## config.mk

```make
export PLATFORM = sky130hd
export DESIGN_NAME = bitmap_first_fit_block_allocator_unit
export DESIGN_NICKNAME = d
export VERILOG_FILES = /design/src/hw/rtl/bffa_pkg.sv /design/src/hw/rtl/bffa_ram.sv /design/src/hw/rtl/bffa_ctrl.sv /design/src/hw/rtl/bffa_dp.sv /design/src/hw/rtl/bitmap_first_fit_block_allocator_unit.sv
export SDC_FILE = /design/constraint.sdc
export NUM_CORES = 2
export LEC_CHECK = 0
export BUFFER_PORTS_ARGS = -buffer_cell sky130_fd_sc_hd__buf_2
export CELL_PAD_IN_SITES_DETAIL_PLACEMENT = 2
export CELL_PAD_IN_SITES_GLOBAL_PLACEMENT = 2
export CORE_ASPECT_RATIO = 2
export CORE_MARGIN = 3
export CORE_UTILIZATION = 42
export CTS_CLUSTER_SIZE = 24
export DETAILED_ROUTE_END_ITERATION = 7
export GPL_TIMING_DRIVEN = 0
export PLACE_DENSITY = 0.73
export SYNTH_ARGS = -nofsm -noshare
export SYNTH_HDL_FRONTEND = slang
export SYNTH_SLANG_ARGS = --single-unit
```

## constraint.sdc

```tcl
create_clock -name clock -period 30.5 [get_ports clock]
set_input_delay 1.525 -clock clock [delete_from_list [all_inputs] [get_ports clock]]
set_output_delay 1.525 -clock clock [all_outputs]
set_load 0.05 [all_outputs]
```

## src/hw/rtl/bffa_pkg.sv

```systemverilog
// ----------------------------------------------------------------------------
// bffa_pkg
// Shared sizes, codes and controller/datapath interface types of the
// first-fit block allocator.
// ----------------------------------------------------------------------------
package bffa_pkg;

   localparam int BLOCKS   = 1024;
   localparam int FIELD_W  = 11;
   localparam int STATUS_W = 2;
   localparam int ADDR_W   = (BLOCKS > 1) ? $clog2(BLOCKS) : 1;
   localparam int BLK_W    = $clog2(BLOCKS + 1);
   // wide enough for a block number plus a count without overflow
   localparam int NUM_W    = ((BLK_W > FIELD_W) ? BLK_W : FIELD_W) + 1;

   typedef logic [NUM_W-1:0] num_type;

   localparam num_type BLOCKS_NUM = num_type'(BLOCKS);
   localparam num_type NUM_ONE    = num_type'(1);

   typedef enum logic [STATUS_W-1:0] {
      ST_DONE    = 2'd0,
      ST_NOSPACE = 2'd1,
      ST_BOUNDS  = 2'd2
   } status_type;

   typedef enum logic {
      ACT_ALLOC   = 1'b0,
      ACT_RELEASE = 1'b1
   } action_type;

   typedef enum logic [2:0] {
      S_CLEAR,
      S_IDLE,
      S_CHECK,
      S_SCAN,
      S_MARK,
      S_FREE,
      S_FINISH
   } state_type;

   typedef struct packed {
      logic       take;
      logic       load_req;
      logic       scan_start;
      logic       scan_step;
      logic       wr_en;
      logic       wr_data;
      logic       wr_load_mark;
      logic       wr_load_free;
      logic       res_set;
      status_type res_status;
      logic       res_with_start;
      logic       rsp_load;
   } cmd_type;

   typedef struct packed {
      logic is_release;
      logic bad_alloc;
      logic bad_release;
      logic zero_count;
      logic run_hit;
      logic scan_end;
      logic wr_last;
      logic rsp_free;
   } sts_type;

endpackage

```

## src/hw/rtl/bffa_ram.sv

```systemverilog
// ----------------------------------------------------------------------------
// bffa_ram
// Generic single-write, single-read RAM with registered read data.
// ----------------------------------------------------------------------------
module bffa_ram #(
   parameter int WIDTH = 1,
   parameter int DEPTH = 1024,
   localparam int AW   = (DEPTH > 1) ? $clog2(DEPTH) : 1
) (
   input  logic             clock,
   input  logic             wr_en,
   input  logic [AW-1:0]    wr_addr,
   input  logic [WIDTH-1:0] wr_data,
   input  logic             rd_en,
   input  logic [AW-1:0]    rd_addr,
   output logic [WIDTH-1:0] rd_data
);

   logic [WIDTH-1:0] mem_ff [DEPTH];
   logic [WIDTH-1:0] rd_data_ff;

   always_ff @(posedge clock) begin
      if (wr_en) begin
         mem_ff[wr_addr] <= wr_data;
      end
      if (rd_en) begin
         rd_data_ff <= mem_ff[rd_addr];
      end
   end

   assign rd_data = rd_data_ff;

endmodule

```

## src/hw/rtl/bffa_ctrl.sv

```systemverilog
// ----------------------------------------------------------------------------
// bffa_ctrl
// Sequencer of the allocator: clear pass, request decode, map scan,
// run marking, range release and result hand-off.
// ----------------------------------------------------------------------------
module bffa_ctrl
   import bffa_pkg::*;
(
   input  logic    clock,
   input  logic    reset,
   input  logic    req_valid,
   input  sts_type sts,
   output cmd_type cmd
);

   state_type state_ff;
   state_type state_in;

   always_ff @(posedge clock) begin
      if (reset) begin
         state_ff <= S_CLEAR;
      end else begin
         state_ff <= state_in;
      end
   end

   always_comb begin
      state_in           = state_ff;
      cmd                = '0;
      cmd.res_status     = ST_DONE;
      case (state_ff)
         S_CLEAR: begin
            cmd.wr_en   = 1'b1;
            cmd.wr_data = 1'b0;
            if (sts.wr_last) begin
               state_in = S_IDLE;
            end
         end
         S_IDLE: begin
            cmd.take = 1'b1;
            if (req_valid) begin
               cmd.load_req = 1'b1;
               state_in     = S_CHECK;
            end
         end
         S_CHECK: begin
            if (!sts.is_release) begin
               if (sts.bad_alloc) begin
                  cmd.res_set    = 1'b1;
                  cmd.res_status = ST_NOSPACE;
                  state_in       = S_FINISH;
               end else begin
                  cmd.scan_start = 1'b1;
                  state_in       = S_SCAN;
               end
            end else if (sts.bad_release) begin
               cmd.res_set    = 1'b1;
               cmd.res_status = ST_BOUNDS;
               state_in       = S_FINISH;
            end else if (sts.zero_count) begin
               cmd.res_set    = 1'b1;
               cmd.res_status = ST_DONE;
               state_in       = S_FINISH;
            end else begin
               cmd.wr_load_free = 1'b1;
               state_in         = S_FREE;
            end
         end
         S_SCAN: begin
            cmd.scan_step = 1'b1;
            if (sts.run_hit) begin
               cmd.wr_load_mark   = 1'b1;
               cmd.res_set        = 1'b1;
               cmd.res_status     = ST_DONE;
               cmd.res_with_start = 1'b1;
               state_in           = S_MARK;
            end else if (sts.scan_end) begin
               cmd.res_set    = 1'b1;
               cmd.res_status = ST_NOSPACE;
               state_in       = S_FINISH;
            end
         end
         S_MARK: begin
            cmd.wr_en   = 1'b1;
            cmd.wr_data = 1'b1;
            if (sts.wr_last) begin
               state_in = S_FINISH;
            end
         end
         S_FREE: begin
            cmd.wr_en   = 1'b1;
            cmd.wr_data = 1'b0;
            if (sts.wr_last) begin
               cmd.res_set    = 1'b1;
               cmd.res_status = ST_DONE;
               state_in       = S_FINISH;
            end
         end
         S_FINISH: begin
            // hold until the output register can take the result
            if (sts.rsp_free) begin
               cmd.rsp_load = 1'b1;
               state_in     = S_IDLE;
            end
         end
         default: begin
            state_in = S_IDLE;
         end
      endcase
   end

endmodule

```

## src/hw/rtl/bffa_dp.sv

```systemverilog
// ----------------------------------------------------------------------------
// bffa_dp
// Datapath of the allocator: request registers, used-block map, scan
// pipeline with run counter, write pointer and output register.
// ----------------------------------------------------------------------------
module bffa_dp
   import bffa_pkg::*;
(
   input  logic                clock,
   input  logic                reset,
   input  cmd_type             cmd,
   output sts_type             sts,
   input  logic                req_action,
   input  logic [FIELD_W-1:0]  req_first_block,
   input  logic [FIELD_W-1:0]  req_block_count,
   output logic                rsp_valid,
   input  logic                rsp_stall,
   output logic [STATUS_W-1:0] rsp_status,
   output logic [FIELD_W-1:0]  rsp_run_start
);

   // control registers
   logic       chk_vld_ff,  chk_vld_in;
   logic       rsp_valid_ff, rsp_valid_in;
   num_type    wr_blk_ff,   wr_blk_in;
   num_type    wr_end_ff,   wr_end_in;

   // payload registers
   action_type         act_ff,       act_in;
   num_type            first_ff,     first_in;
   num_type            count_ff,     count_in;
   num_type            rd_blk_ff,    rd_blk_in;
   num_type            chk_blk_ff,   chk_blk_in;
   num_type            run_ff,       run_in;
   num_type            begin_ff,     begin_in;
   status_type         res_status_ff, res_status_in;
   logic [FIELD_W-1:0] res_start_ff, res_start_in;
   status_type         rsp_status_ff, rsp_status_in;
   logic [FIELD_W-1:0] rsp_start_ff, rsp_start_in;

   logic    map_used;
   num_type first_sum;
   num_type begin_eff;
   num_type run_inc;
   logic    hit;

   bffa_ram #(
      .WIDTH (1),
      .DEPTH (BLOCKS)
   ) u_map (
      .clock   (clock),
      .wr_en   (cmd.wr_en),
      .wr_addr (ADDR_W'(wr_blk_ff - NUM_ONE)),
      .wr_data (cmd.wr_data),
      .rd_en   (cmd.scan_step),
      .rd_addr (ADDR_W'(rd_blk_ff - NUM_ONE)),
      .rd_data (map_used)
   );

   assign first_sum = first_ff + count_ff;
   assign begin_eff = (run_ff == '0) ? chk_blk_ff : begin_ff;
   assign run_inc   = run_ff + NUM_ONE;
   assign hit       = chk_vld_ff & ~map_used & (run_inc == count_ff);

   always_comb begin
      sts             = '0;
      sts.is_release  = (act_ff == ACT_RELEASE);
      sts.bad_alloc   = (count_ff == '0) || (count_ff > BLOCKS_NUM);
      sts.bad_release = (first_ff == '0) || (first_ff > BLOCKS_NUM) ||
                        (first_sum > (BLOCKS_NUM + NUM_ONE));
      sts.zero_count  = (count_ff == '0);
      sts.run_hit     = hit;
      sts.scan_end    = chk_vld_ff & (chk_blk_ff == BLOCKS_NUM) & ~hit;
      sts.wr_last     = (wr_blk_ff == wr_end_ff);
      sts.rsp_free    = ~rsp_valid_ff | ~rsp_stall;
   end

   always_comb begin
      act_in        = act_ff;
      first_in      = first_ff;
      count_in      = count_ff;
      rd_blk_in     = rd_blk_ff;
      chk_blk_in    = chk_blk_ff;
      chk_vld_in    = chk_vld_ff;
      run_in        = run_ff;
      begin_in      = begin_ff;
      wr_blk_in     = wr_blk_ff;
      wr_end_in     = wr_end_ff;
      res_status_in = res_status_ff;
      res_start_in  = res_start_ff;
      rsp_status_in = rsp_status_ff;
      rsp_start_in  = rsp_start_ff;
      rsp_valid_in  = rsp_valid_ff & rsp_stall;

      if (cmd.load_req) begin
         act_in   = action_type'(req_action);
         first_in = num_type'(req_first_block);
         count_in = num_type'(req_block_count);
      end

      if (cmd.scan_start) begin
         rd_blk_in  = NUM_ONE;
         run_in     = '0;
         chk_vld_in = 1'b0;
      end else begin
         chk_vld_in = cmd.scan_step & (rd_blk_ff <= BLOCKS_NUM);
         if (cmd.scan_step) begin
            rd_blk_in  = rd_blk_ff + NUM_ONE;
            chk_blk_in = rd_blk_ff;
            if (chk_vld_ff) begin
               // a used block restarts the run
               if (map_used) begin
                  run_in = '0;
               end else begin
                  run_in   = run_inc;
                  begin_in = begin_eff;
               end
            end
         end
      end

      if (cmd.wr_load_mark) begin
         wr_blk_in = begin_eff;
         wr_end_in = begin_eff + count_ff - NUM_ONE;
      end else if (cmd.wr_load_free) begin
         wr_blk_in = first_ff;
         wr_end_in = first_sum - NUM_ONE;
      end else if (cmd.wr_en) begin
         wr_blk_in = wr_blk_ff + NUM_ONE;
      end

      if (cmd.res_set) begin
         res_status_in = cmd.res_status;
         res_start_in  = cmd.res_with_start ? FIELD_W'(begin_eff) : '0;
      end

      if (cmd.rsp_load) begin
         rsp_valid_in  = 1'b1;
         rsp_status_in = res_status_ff;
         rsp_start_in  = res_start_ff;
      end
   end

   always_ff @(posedge clock) begin
      if (reset) begin
         chk_vld_ff   <= 1'b0;
         rsp_valid_ff <= 1'b0;
         // point the write pointer at the whole map for the clear pass
         wr_blk_ff    <= NUM_ONE;
         wr_end_ff    <= BLOCKS_NUM;
      end else begin
         chk_vld_ff   <= chk_vld_in;
         rsp_valid_ff <= rsp_valid_in;
         wr_blk_ff    <= wr_blk_in;
         wr_end_ff    <= wr_end_in;
      end
   end

   always_ff @(posedge clock) begin
      act_ff        <= act_in;
      first_ff      <= first_in;
      count_ff      <= count_in;
      rd_blk_ff     <= rd_blk_in;
      chk_blk_ff    <= chk_blk_in;
      run_ff        <= run_in;
      begin_ff      <= begin_in;
      res_status_ff <= res_status_in;
      res_start_ff  <= res_start_in;
      rsp_status_ff <= rsp_status_in;
      rsp_start_ff  <= rsp_start_in;
   end

   assign rsp_valid     = rsp_valid_ff;
   assign rsp_status    = rsp_status_ff;
   assign rsp_run_start = rsp_start_ff;

endmodule

```

## src/hw/rtl/bitmap_first_fit_block_allocator_unit.sv

```systemverilog
// ----------------------------------------------------------------------------
// bitmap_first_fit_block_allocator_unit
// First-fit allocator of contiguous block runs over a one-bit used map.
// A req_ transfer carries an allocate (count) or a release (first, count);
// each gives exactly one rsp_ transfer with a status and the run start.
// After reset the map is cleared one block per cycle, with req_stall held
// high until the clear pass ends. The block works on one request at a
// time. An allocate scans the map bit-serially through its read port up to
// the last block of the first fitting run, or to the map end if none fits,
// then marks the found run with one map write per block. A release clears
// the run with one map write per block; a rejected request writes no block.
// The result sits in an output register, so the next request is taken while
// it waits. A stalled receiver holds the result; a finished later request
// then waits until the output register frees.
// ----------------------------------------------------------------------------
module bitmap_first_fit_block_allocator_unit
   import bffa_pkg::*;
(
   input  logic                clock,
   input  logic                reset,
   input  logic                req_valid,
   output logic                req_stall,
   input  logic                req_action,
   input  logic [FIELD_W-1:0]  req_first_block,
   input  logic [FIELD_W-1:0]  req_block_count,
   output logic                rsp_valid,
   input  logic                rsp_stall,
   output logic [STATUS_W-1:0] rsp_status,
   output logic [FIELD_W-1:0]  rsp_run_start
);

   cmd_type cmd;
   sts_type sts;

   bffa_ctrl u_ctrl (
      .clock     (clock),
      .reset     (reset),
      .req_valid (req_valid),
      .sts       (sts),
      .cmd       (cmd)
   );

   bffa_dp u_dp (
      .clock           (clock),
      .reset           (reset),
      .cmd             (cmd),
      .sts             (sts),
      .req_action      (req_action),
      .req_first_block (req_first_block),
      .req_block_count (req_block_count),
      .rsp_valid       (rsp_valid),
      .rsp_stall       (rsp_stall),
      .rsp_status      (rsp_status),
      .rsp_run_start   (rsp_run_start)
   );

   assign req_stall = ~cmd.take;

   // a transfer in makes the block busy on the next cycle
   a_busy_after_take : assert property (@(posedge clock) disable iff (reset)
      req_valid && !req_stall |=> req_stall)
      else $error("request taken while a previous one is in flight");

   // failed requests never report a run start
   a_fail_no_start : assert property (@(posedge clock) disable iff (reset)
      rsp_valid && (rsp_status != ST_DONE) |-> rsp_run_start == '0)
      else $error("failed request carries a run start");

   // the clear pass blocks requests right after reset
   a_clear_stalls : assert property (@(posedge clock)
      reset |=> req_stall && !rsp_valid)
      else $error("request path open during map clear");

   // a successful allocate reports a block inside the map
   a_start_in_range : assert property (@(posedge clock) disable iff (reset)
      $rose(rsp_valid) && (rsp_status == ST_DONE) && (rsp_run_start != '0)
      |-> num_type'(rsp_run_start) <= BLOCKS_NUM)
      else $error("run start beyond the map");

endmodule

```

# After elaboration in Yosys (flattened, before gate mapping)
# Memories as Yosys holds them, arrays and structs flattened. A register that Yosys moved wholly into a read port is not among the register bits.
# Cells that the tools add are included.
# word_totals
reg_bits	126
ram_bits	1024
input_bits	27
out_inout_bits	15
wordCells	117
memories	1
# memory_table
memory	depth	width	rd	rd_ports_with_merged_regs	write_ports	line_no	source
u_dp.u_map.mem_ff	1024	1	1	1	1	bffa_ram.sv:19	logic [WIDTH-1:0] mem_ff [DEPTH];
# op_classes
add_sub_neg	9
magnitude_cmp	4
eq_ne	14
muxes	44
bitwise_logic	13
n_reduce_logical	16
# op_table
op	count
12-bit two-way mux	7
3-bit two-way mux	15
12-bit by 1-bit adder with 12-bit output, second input constant	3
12-bit logical NOT	3
12-bit by 1-bit subtractor with 12-bit output, second input constant	2
11-bit greater-than comparator, second input constant	2
10-bit by 1-bit subtractor with 10-bit output, second input constant	2
3-bit case mux with 6 select lines	1
1-bit two-way mux	16
11-bit by 11-bit adder with 12-bit output	1
12-bit by 11-bit adder with 12-bit output	1
12-bit by 11-bit == test with 1-bit output	1
12-bit by 11-bit == test with 1-bit output, second input constant	1
12-bit == test	1
12-bit by 11-bit greater-than comparator with 1-bit output, second input constant	1
12-bit by 11-bit <= comparator with 1-bit output, second input constant	1
3-bit == test, second input constant	3
3-bit case mux with 3 select lines	1
1-bit bitwise AND	6
3-bit by 2-bit == test with 1-bit output, second input constant	2
2-bit two-way mux	3
2-bit inequality test, second input constant	3
1-bit inverter	6
2-bit OR reduction	3
12 further kinds	15

# Logic depth before layout (Yosys ltp)
# depth
ltp_word	8
mapped_depth	20

# Modules after synthesis
# Synthesis repeated with hierarchy kept, for this count alone.
# unflattened
cells_unflattened	3899
area_unflattened_um2	52221.3
# by_module_without_submodules
module	n_inst	cells_per_inst	area_each_um2
bffa_ram	1	3112	44666.6
bffa_dp	1	732	7163.1
bffa_ctrl	1	54	387.9
bitmap_first_fit_block_allocator_unit	1	1	3.8

# Least setup slack after synthesis
# Ideal clock, no wire load.
# synth_path
kind	reg2reg
from	reg u_ctrl.state_ff[1]
to	mem u_dp.u_map.mem_ff[0] (data pin)
setup_time_ps	4949
arrival_time_ps	24139
setup_slack_ps	1412
stages_incl_launch_ff	4
n_path_buf	1
cell_sequence	dfxtp_1 clkbuf_1 nand2b_1 nor2_1
# synth_rtl
element	line_no	source
start: declaration	bffa_ctrl.sv:16	state_type state_ff;
start signal: assignment	bffa_ctrl.sv:23	state_ff <= state_in;
end: declaration	bffa_ram.sv:19	

# Worst setup path after layout
# layout_path
from	reg u_dp.rd_blk_ff[0]
to	reg u_dp.u_map.rd_data_ff, in the netlist u_dp.u_map.rd_data, read port of u_dp.u_map.mem_ff (data pin)
# layout_via
elab_chain_len	1
# layout_lines
element	line_no	source
start: declaration	bffa_dp.sv:32	num_type rd_blk_ff, rd_blk_in;
start signal: assignment	bffa_dp.sv:163	rd_blk_ff <= rd_blk_in;
10-bit by 1-bit subtractor with 10-bit output	bffa_dp.sv:56	.rd_addr (ADDR_W'(rd_blk_ff - NUM_ONE)),
named net u_dp.u_map.rd_addr[0]	bffa_ram.sv:15	input logic [AW-1:0] rd_addr,
end: declaration	bffa_ram.sv:20	logic [WIDTH-1:0] rd_data_ff;
# The timed path passes the listed nets, and every way through them passes these cells.
# A chain may end at the register's enable or synchronous reset.

==> flow_metrics.env <==
export IMPL_status="complete, but fails checks"
export IMPL_violations="capacitance limit, slew limit"
export IMPL_cp_start_kind="flop"
export IMPL_remaining_drc_errors=0
export IMPL_finalSetupViolCount=0
export IMPL_drtPass1Iterations=6
export IMPL_place_ws_ns=22.78
export IMPL_syn_area_um2=51840
export IMPL_grt_pass1_vias=37470
export IMPL_antenna_found_initial=2
export IMPL_hold_path_class="reg2reg"
export IMPL_synth_enable_flop_cells=1098
export IMPL_vias=34280
export IMPL_core_um2=122100
export IMPL_grt_start_max_net_pins=55
export IMPL_viasPerCell=6.207
export IMPL_max_slew_margin=-0.002968
export IMPL_cts_htree_levels=3
export IMPL_clock_fmax_mhz=127.5
export IMPL_grt_setup_unrepaired="false"
export IMPL_yosys_most_used_dff="edfxtp_1"
export IMPL_rrSetupSlack_ns=22.66
export IMPL_hold_viol_final=0
export IMPL_die_x_um=254.4
export IMPL_cp_max_fo=10
export IMPL_finalWorstSetupSlack_ns=22.66
export IMPL_p_per_area_nw_per_um2=101.8
export IMPL_mostFrequentLayoutCell="nor2_1"
export IMPL_crit_end="u_dp.u_map.rd_data"
export IMPL_report_final_slew_viol_count=10
export IMPL_die_area_um2=127900
export IMPL_grt_usage=0.3364
export IMPL_routedWlPerCell_um=38.76
export IMPL_drt_antenna_violating_nets=0
export IMPL_clockBufferDepth=3
export IMPL_tritoncts="yes"
export IMPL_syn_nets=3774
export IMPL_grt_use_met1=0.3204
export IMPL_post_route_period_util=0.2572
export IMPL_layout_common_cells="nor2_1, edfxtp_1, mux4_2"
export IMPL_synthArstFlopShare=0
export IMPL_root_buffer="clkbuf_16"
export IMPL_yosysWarnings=0
export IMPL_maxCapViolations=2
export IMPL_start_util=0.4247
export IMPL_gp_congestion=0.9064
export IMPL_syn_avg_cell_area_um2=14.01
export IMPL_finalCriticalPeriod_ns=7.844
export IMPL_cts_hold_buf=0
export IMPL_cts_buffers=104
export IMPL_dp_cells=5324
export IMPL_top_usage_layer="met2"
export IMPL_worst_slew_pin_slew_ns=1.504
export IMPL_cts_sinks=1151
export IMPL_grt_use_met3=0.05791
export IMPL_grt_overflow=0
export IMPL_io_pins=42
export IMPL_p_leak_nw=18.26
export IMPL_worstPathRequired_ns=30.96
export IMPL_synthCells=3700
export IMPL_layout_nets=3949
export IMPL_insertion_delay_ns=0.76
export IMPL_drtIter0Drc=3609
export IMPL_nFillCells=11600
export IMPL_post_cts_setup_buffer_count=0
export IMPL_critPathLaunch="u_dp.rd_blk_ff[0]"
export IMPL_yosysSeqAreaShare=0.6565
export IMPL_r2r_cells=19
export IMPL_fin_cells=5523
export IMPL_die_y_um=502.8
export IMPL_ys_types=77
export IMPL_area_growth_pct=12.31
export IMPL_crit_type="reg2reg"
export IMPL_use_met2=0.6026
export IMPL_hpwl_um=149300
export IMPL_ir_worst_vdd_mv=0.07245
export IMPL_cts_resized_gates=0
export IMPL_drive_above_1_share=0.1631
export IMPL_rows=181
export IMPL_r2r_start="u_dp.rd_blk_ff[0]"
export IMPL_drt_wl_total_um=214000
export IMPL_synth_seq_cells=1151
export IMPL_grt_pass1_wl_um=293600
export IMPL_io_buffers=41
export IMPL_r2r_end="u_dp.u_map.rd_data"
export IMPL_tns_ns=0
export IMPL_arrival_ns=8.30
export IMPL_cp_end_kind="flop"
export IMPL_skew_ns=0.04788
export IMPL_cts_clk_slew_worst_paths_ns=0.07
==> critical path: stages (launching register included) <==
cell      delay (ns)
dfxtp_1         0.37
buf_4           0.23
buf_2           0.51
buf_2           0.56
buf_4           0.39
inv_1           0.18
ha_1            0.35
clkbuf_1        0.22
buf_2           0.54
clkbuf_2        0.73
clkbuf_1        0.85
mux4_2          0.43
mux2i_1         0.21
mux2i_1         0.18
a22oi_1         0.43
o221ai_1        0.29
a22oi_1         0.42
o221ai_1        0.22
a22oi_1         0.18
nand3_1         0.19
==> layout make-up <==
type	count	area (µm²)	area share
sequential	1151	34030	0.5845
multi-input combinational	2160	16220	0.2786
clock buffer	117	2715	0.04663
tap	1555	1946	0.03342
buffer	319	1374	0.02360
clock inverter	80	917.1	0.01575
timing repair buffer	69	752.0	0.01292
inverter	70	262.8	0.004513
antenna	2	5.005	0.00008596
==> cells by family after synthesis <==
group / after synthesis / synth area share
AO/OA/AOI/OAI: 216 / 0.02761
XOR/XNOR: 92 / 0.01569
adder cells (fa/ha/maj): 47 / 0.01163
buffers and inverters: 389 / 0.03138
flip-flops: 1151 / 0.6565
multiplexers: 394 / 0.1471
AND/OR/NAND/NOR: 1411 / 0.1101
==> how the worst min path moves through the flow <==
| stage | depth (start not counted) | endpoint | slack [ns] | startpoint |
|---|---|---|---|---|
| global route | 0 | u_dp.rsp_run_start[3] | 0.43 | u_dp.res_start_ff[3] |
| CTS | 0 | u_dp.rsp_run_start[4] | 0.42 | u_dp.res_start_ff[4] |
| global placement | 0 | u_dp.rsp_run_start[8] | 0.40 | u_dp.res_start_ff[8] |
| detailed placement | 0 | u_dp.rsp_run_start[5] | 0.41 | u_dp.res_start_ff[5] |
| finish | 0 | u_dp.rsp_run_start[4] | 0.42 | u_dp.res_start_ff[4] |
| floorplan | 0 | u_dp.rsp_run_start[0] | 0.40 | u_dp.res_start_ff[0] |
==> flip-flops by register name (all words and copies together), names as in the netlist <==
name / cells
u_ctrl.state_ff: 3
u_dp.act_ff: 1
u_dp.begin_ff: 12
u_dp.chk_blk_ff: 12
u_dp.chk_vld_ff: 1
u_dp.count_ff: 11
u_dp.first_ff: 11
u_dp.rd_blk_ff: 12
u_dp.res_start_ff: 11
u_dp.res_status_ff: 2
u_dp.rsp_run_start: 11
u_dp.rsp_status: 2
u_dp.rsp_valid: 1
u_dp.run_ff: 12
u_dp.u_map.mem_ff: 1024
u_dp.u_map.rd_data: 1
u_dp.wr_blk_ff: 12
u_dp.wr_end_ff: 12
==> stage by stage <==
step                total power, W  instance area [µm²]    util  hold WS (ns)
floorplan                 0.003440                51840       -        0.4003
global placement          0.004639                53990  0.4423        0.4014
detailed placement        0.004459                54580  0.4472        0.4057
CTS                       0.005895                58220  0.4769        0.4232
global route              0.006028                58220  0.4770        0.4315
finish                    0.005929                58220  0.4770        0.4212
==> power breakdown <==
part           leakage [nW]  switching [W]  total [W]  internal (W)
sequential             10.5      0.0000292    0.00190       0.00187
combinational          5.96        0.00178    0.00259      0.000809
clock                  1.75       0.000646    0.00144      0.000797
==> routing by layer <==
metal	vias up	part of all wire	wire [µm]
met2	1607	0.52	111000
met5	-	0	0
met1	18060	0.30	65150
met4	0	0.12	25360
li1	13870	-	-
met3	742	0.059	12550
==> synthesized netlist by cell type (7+ instances only) <==
cell | number | area share
a211oi_1 | 19 | 0.0028
a21o_1 | 9 | 0.0013
a21oi_1 | 72 | 0.0070
a221oi_1 | 7 | 0.0012
a22oi_1 | 10 | 0.0014
and3_1 | 7 | 0.00084
buf_1 | 10 | 0.00072
buf_2 | 43 | 0.0042
buf_4 | 18 | 0.0026
clkbuf_1 | 242 | 0.018
dfxtp_1 | 53 | 0.020
edfxtp_1 | 1098 | 0.64
ha_1 | 45 | 0.011
inv_1 | 67 | 0.0049
mux2_2 | 21 | 0.0046
mux2i_1 | 81 | 0.016
mux4_2 | 292 | 0.13
nand2_1 | 118 | 0.0085
nand2b_1 | 11 | 0.0013
nand3_1 | 28 | 0.0027
nand4_1 | 9 | 0.0011
nor2_1 | 1134 | 0.082
nor2b_1 | 16 | 0.0019
nor3_1 | 20 | 0.0019
nor3b_1 | 7 | 0.0010
nor4_1 | 20 | 0.0024
o21ai_0 | 36 | 0.0035
o22ai_1 | 14 | 0.0017
xnor2_1 | 43 | 0.0073
xor2_1 | 48 | 0.0081
No activity file was read; power rests on OpenSTA's default activity.
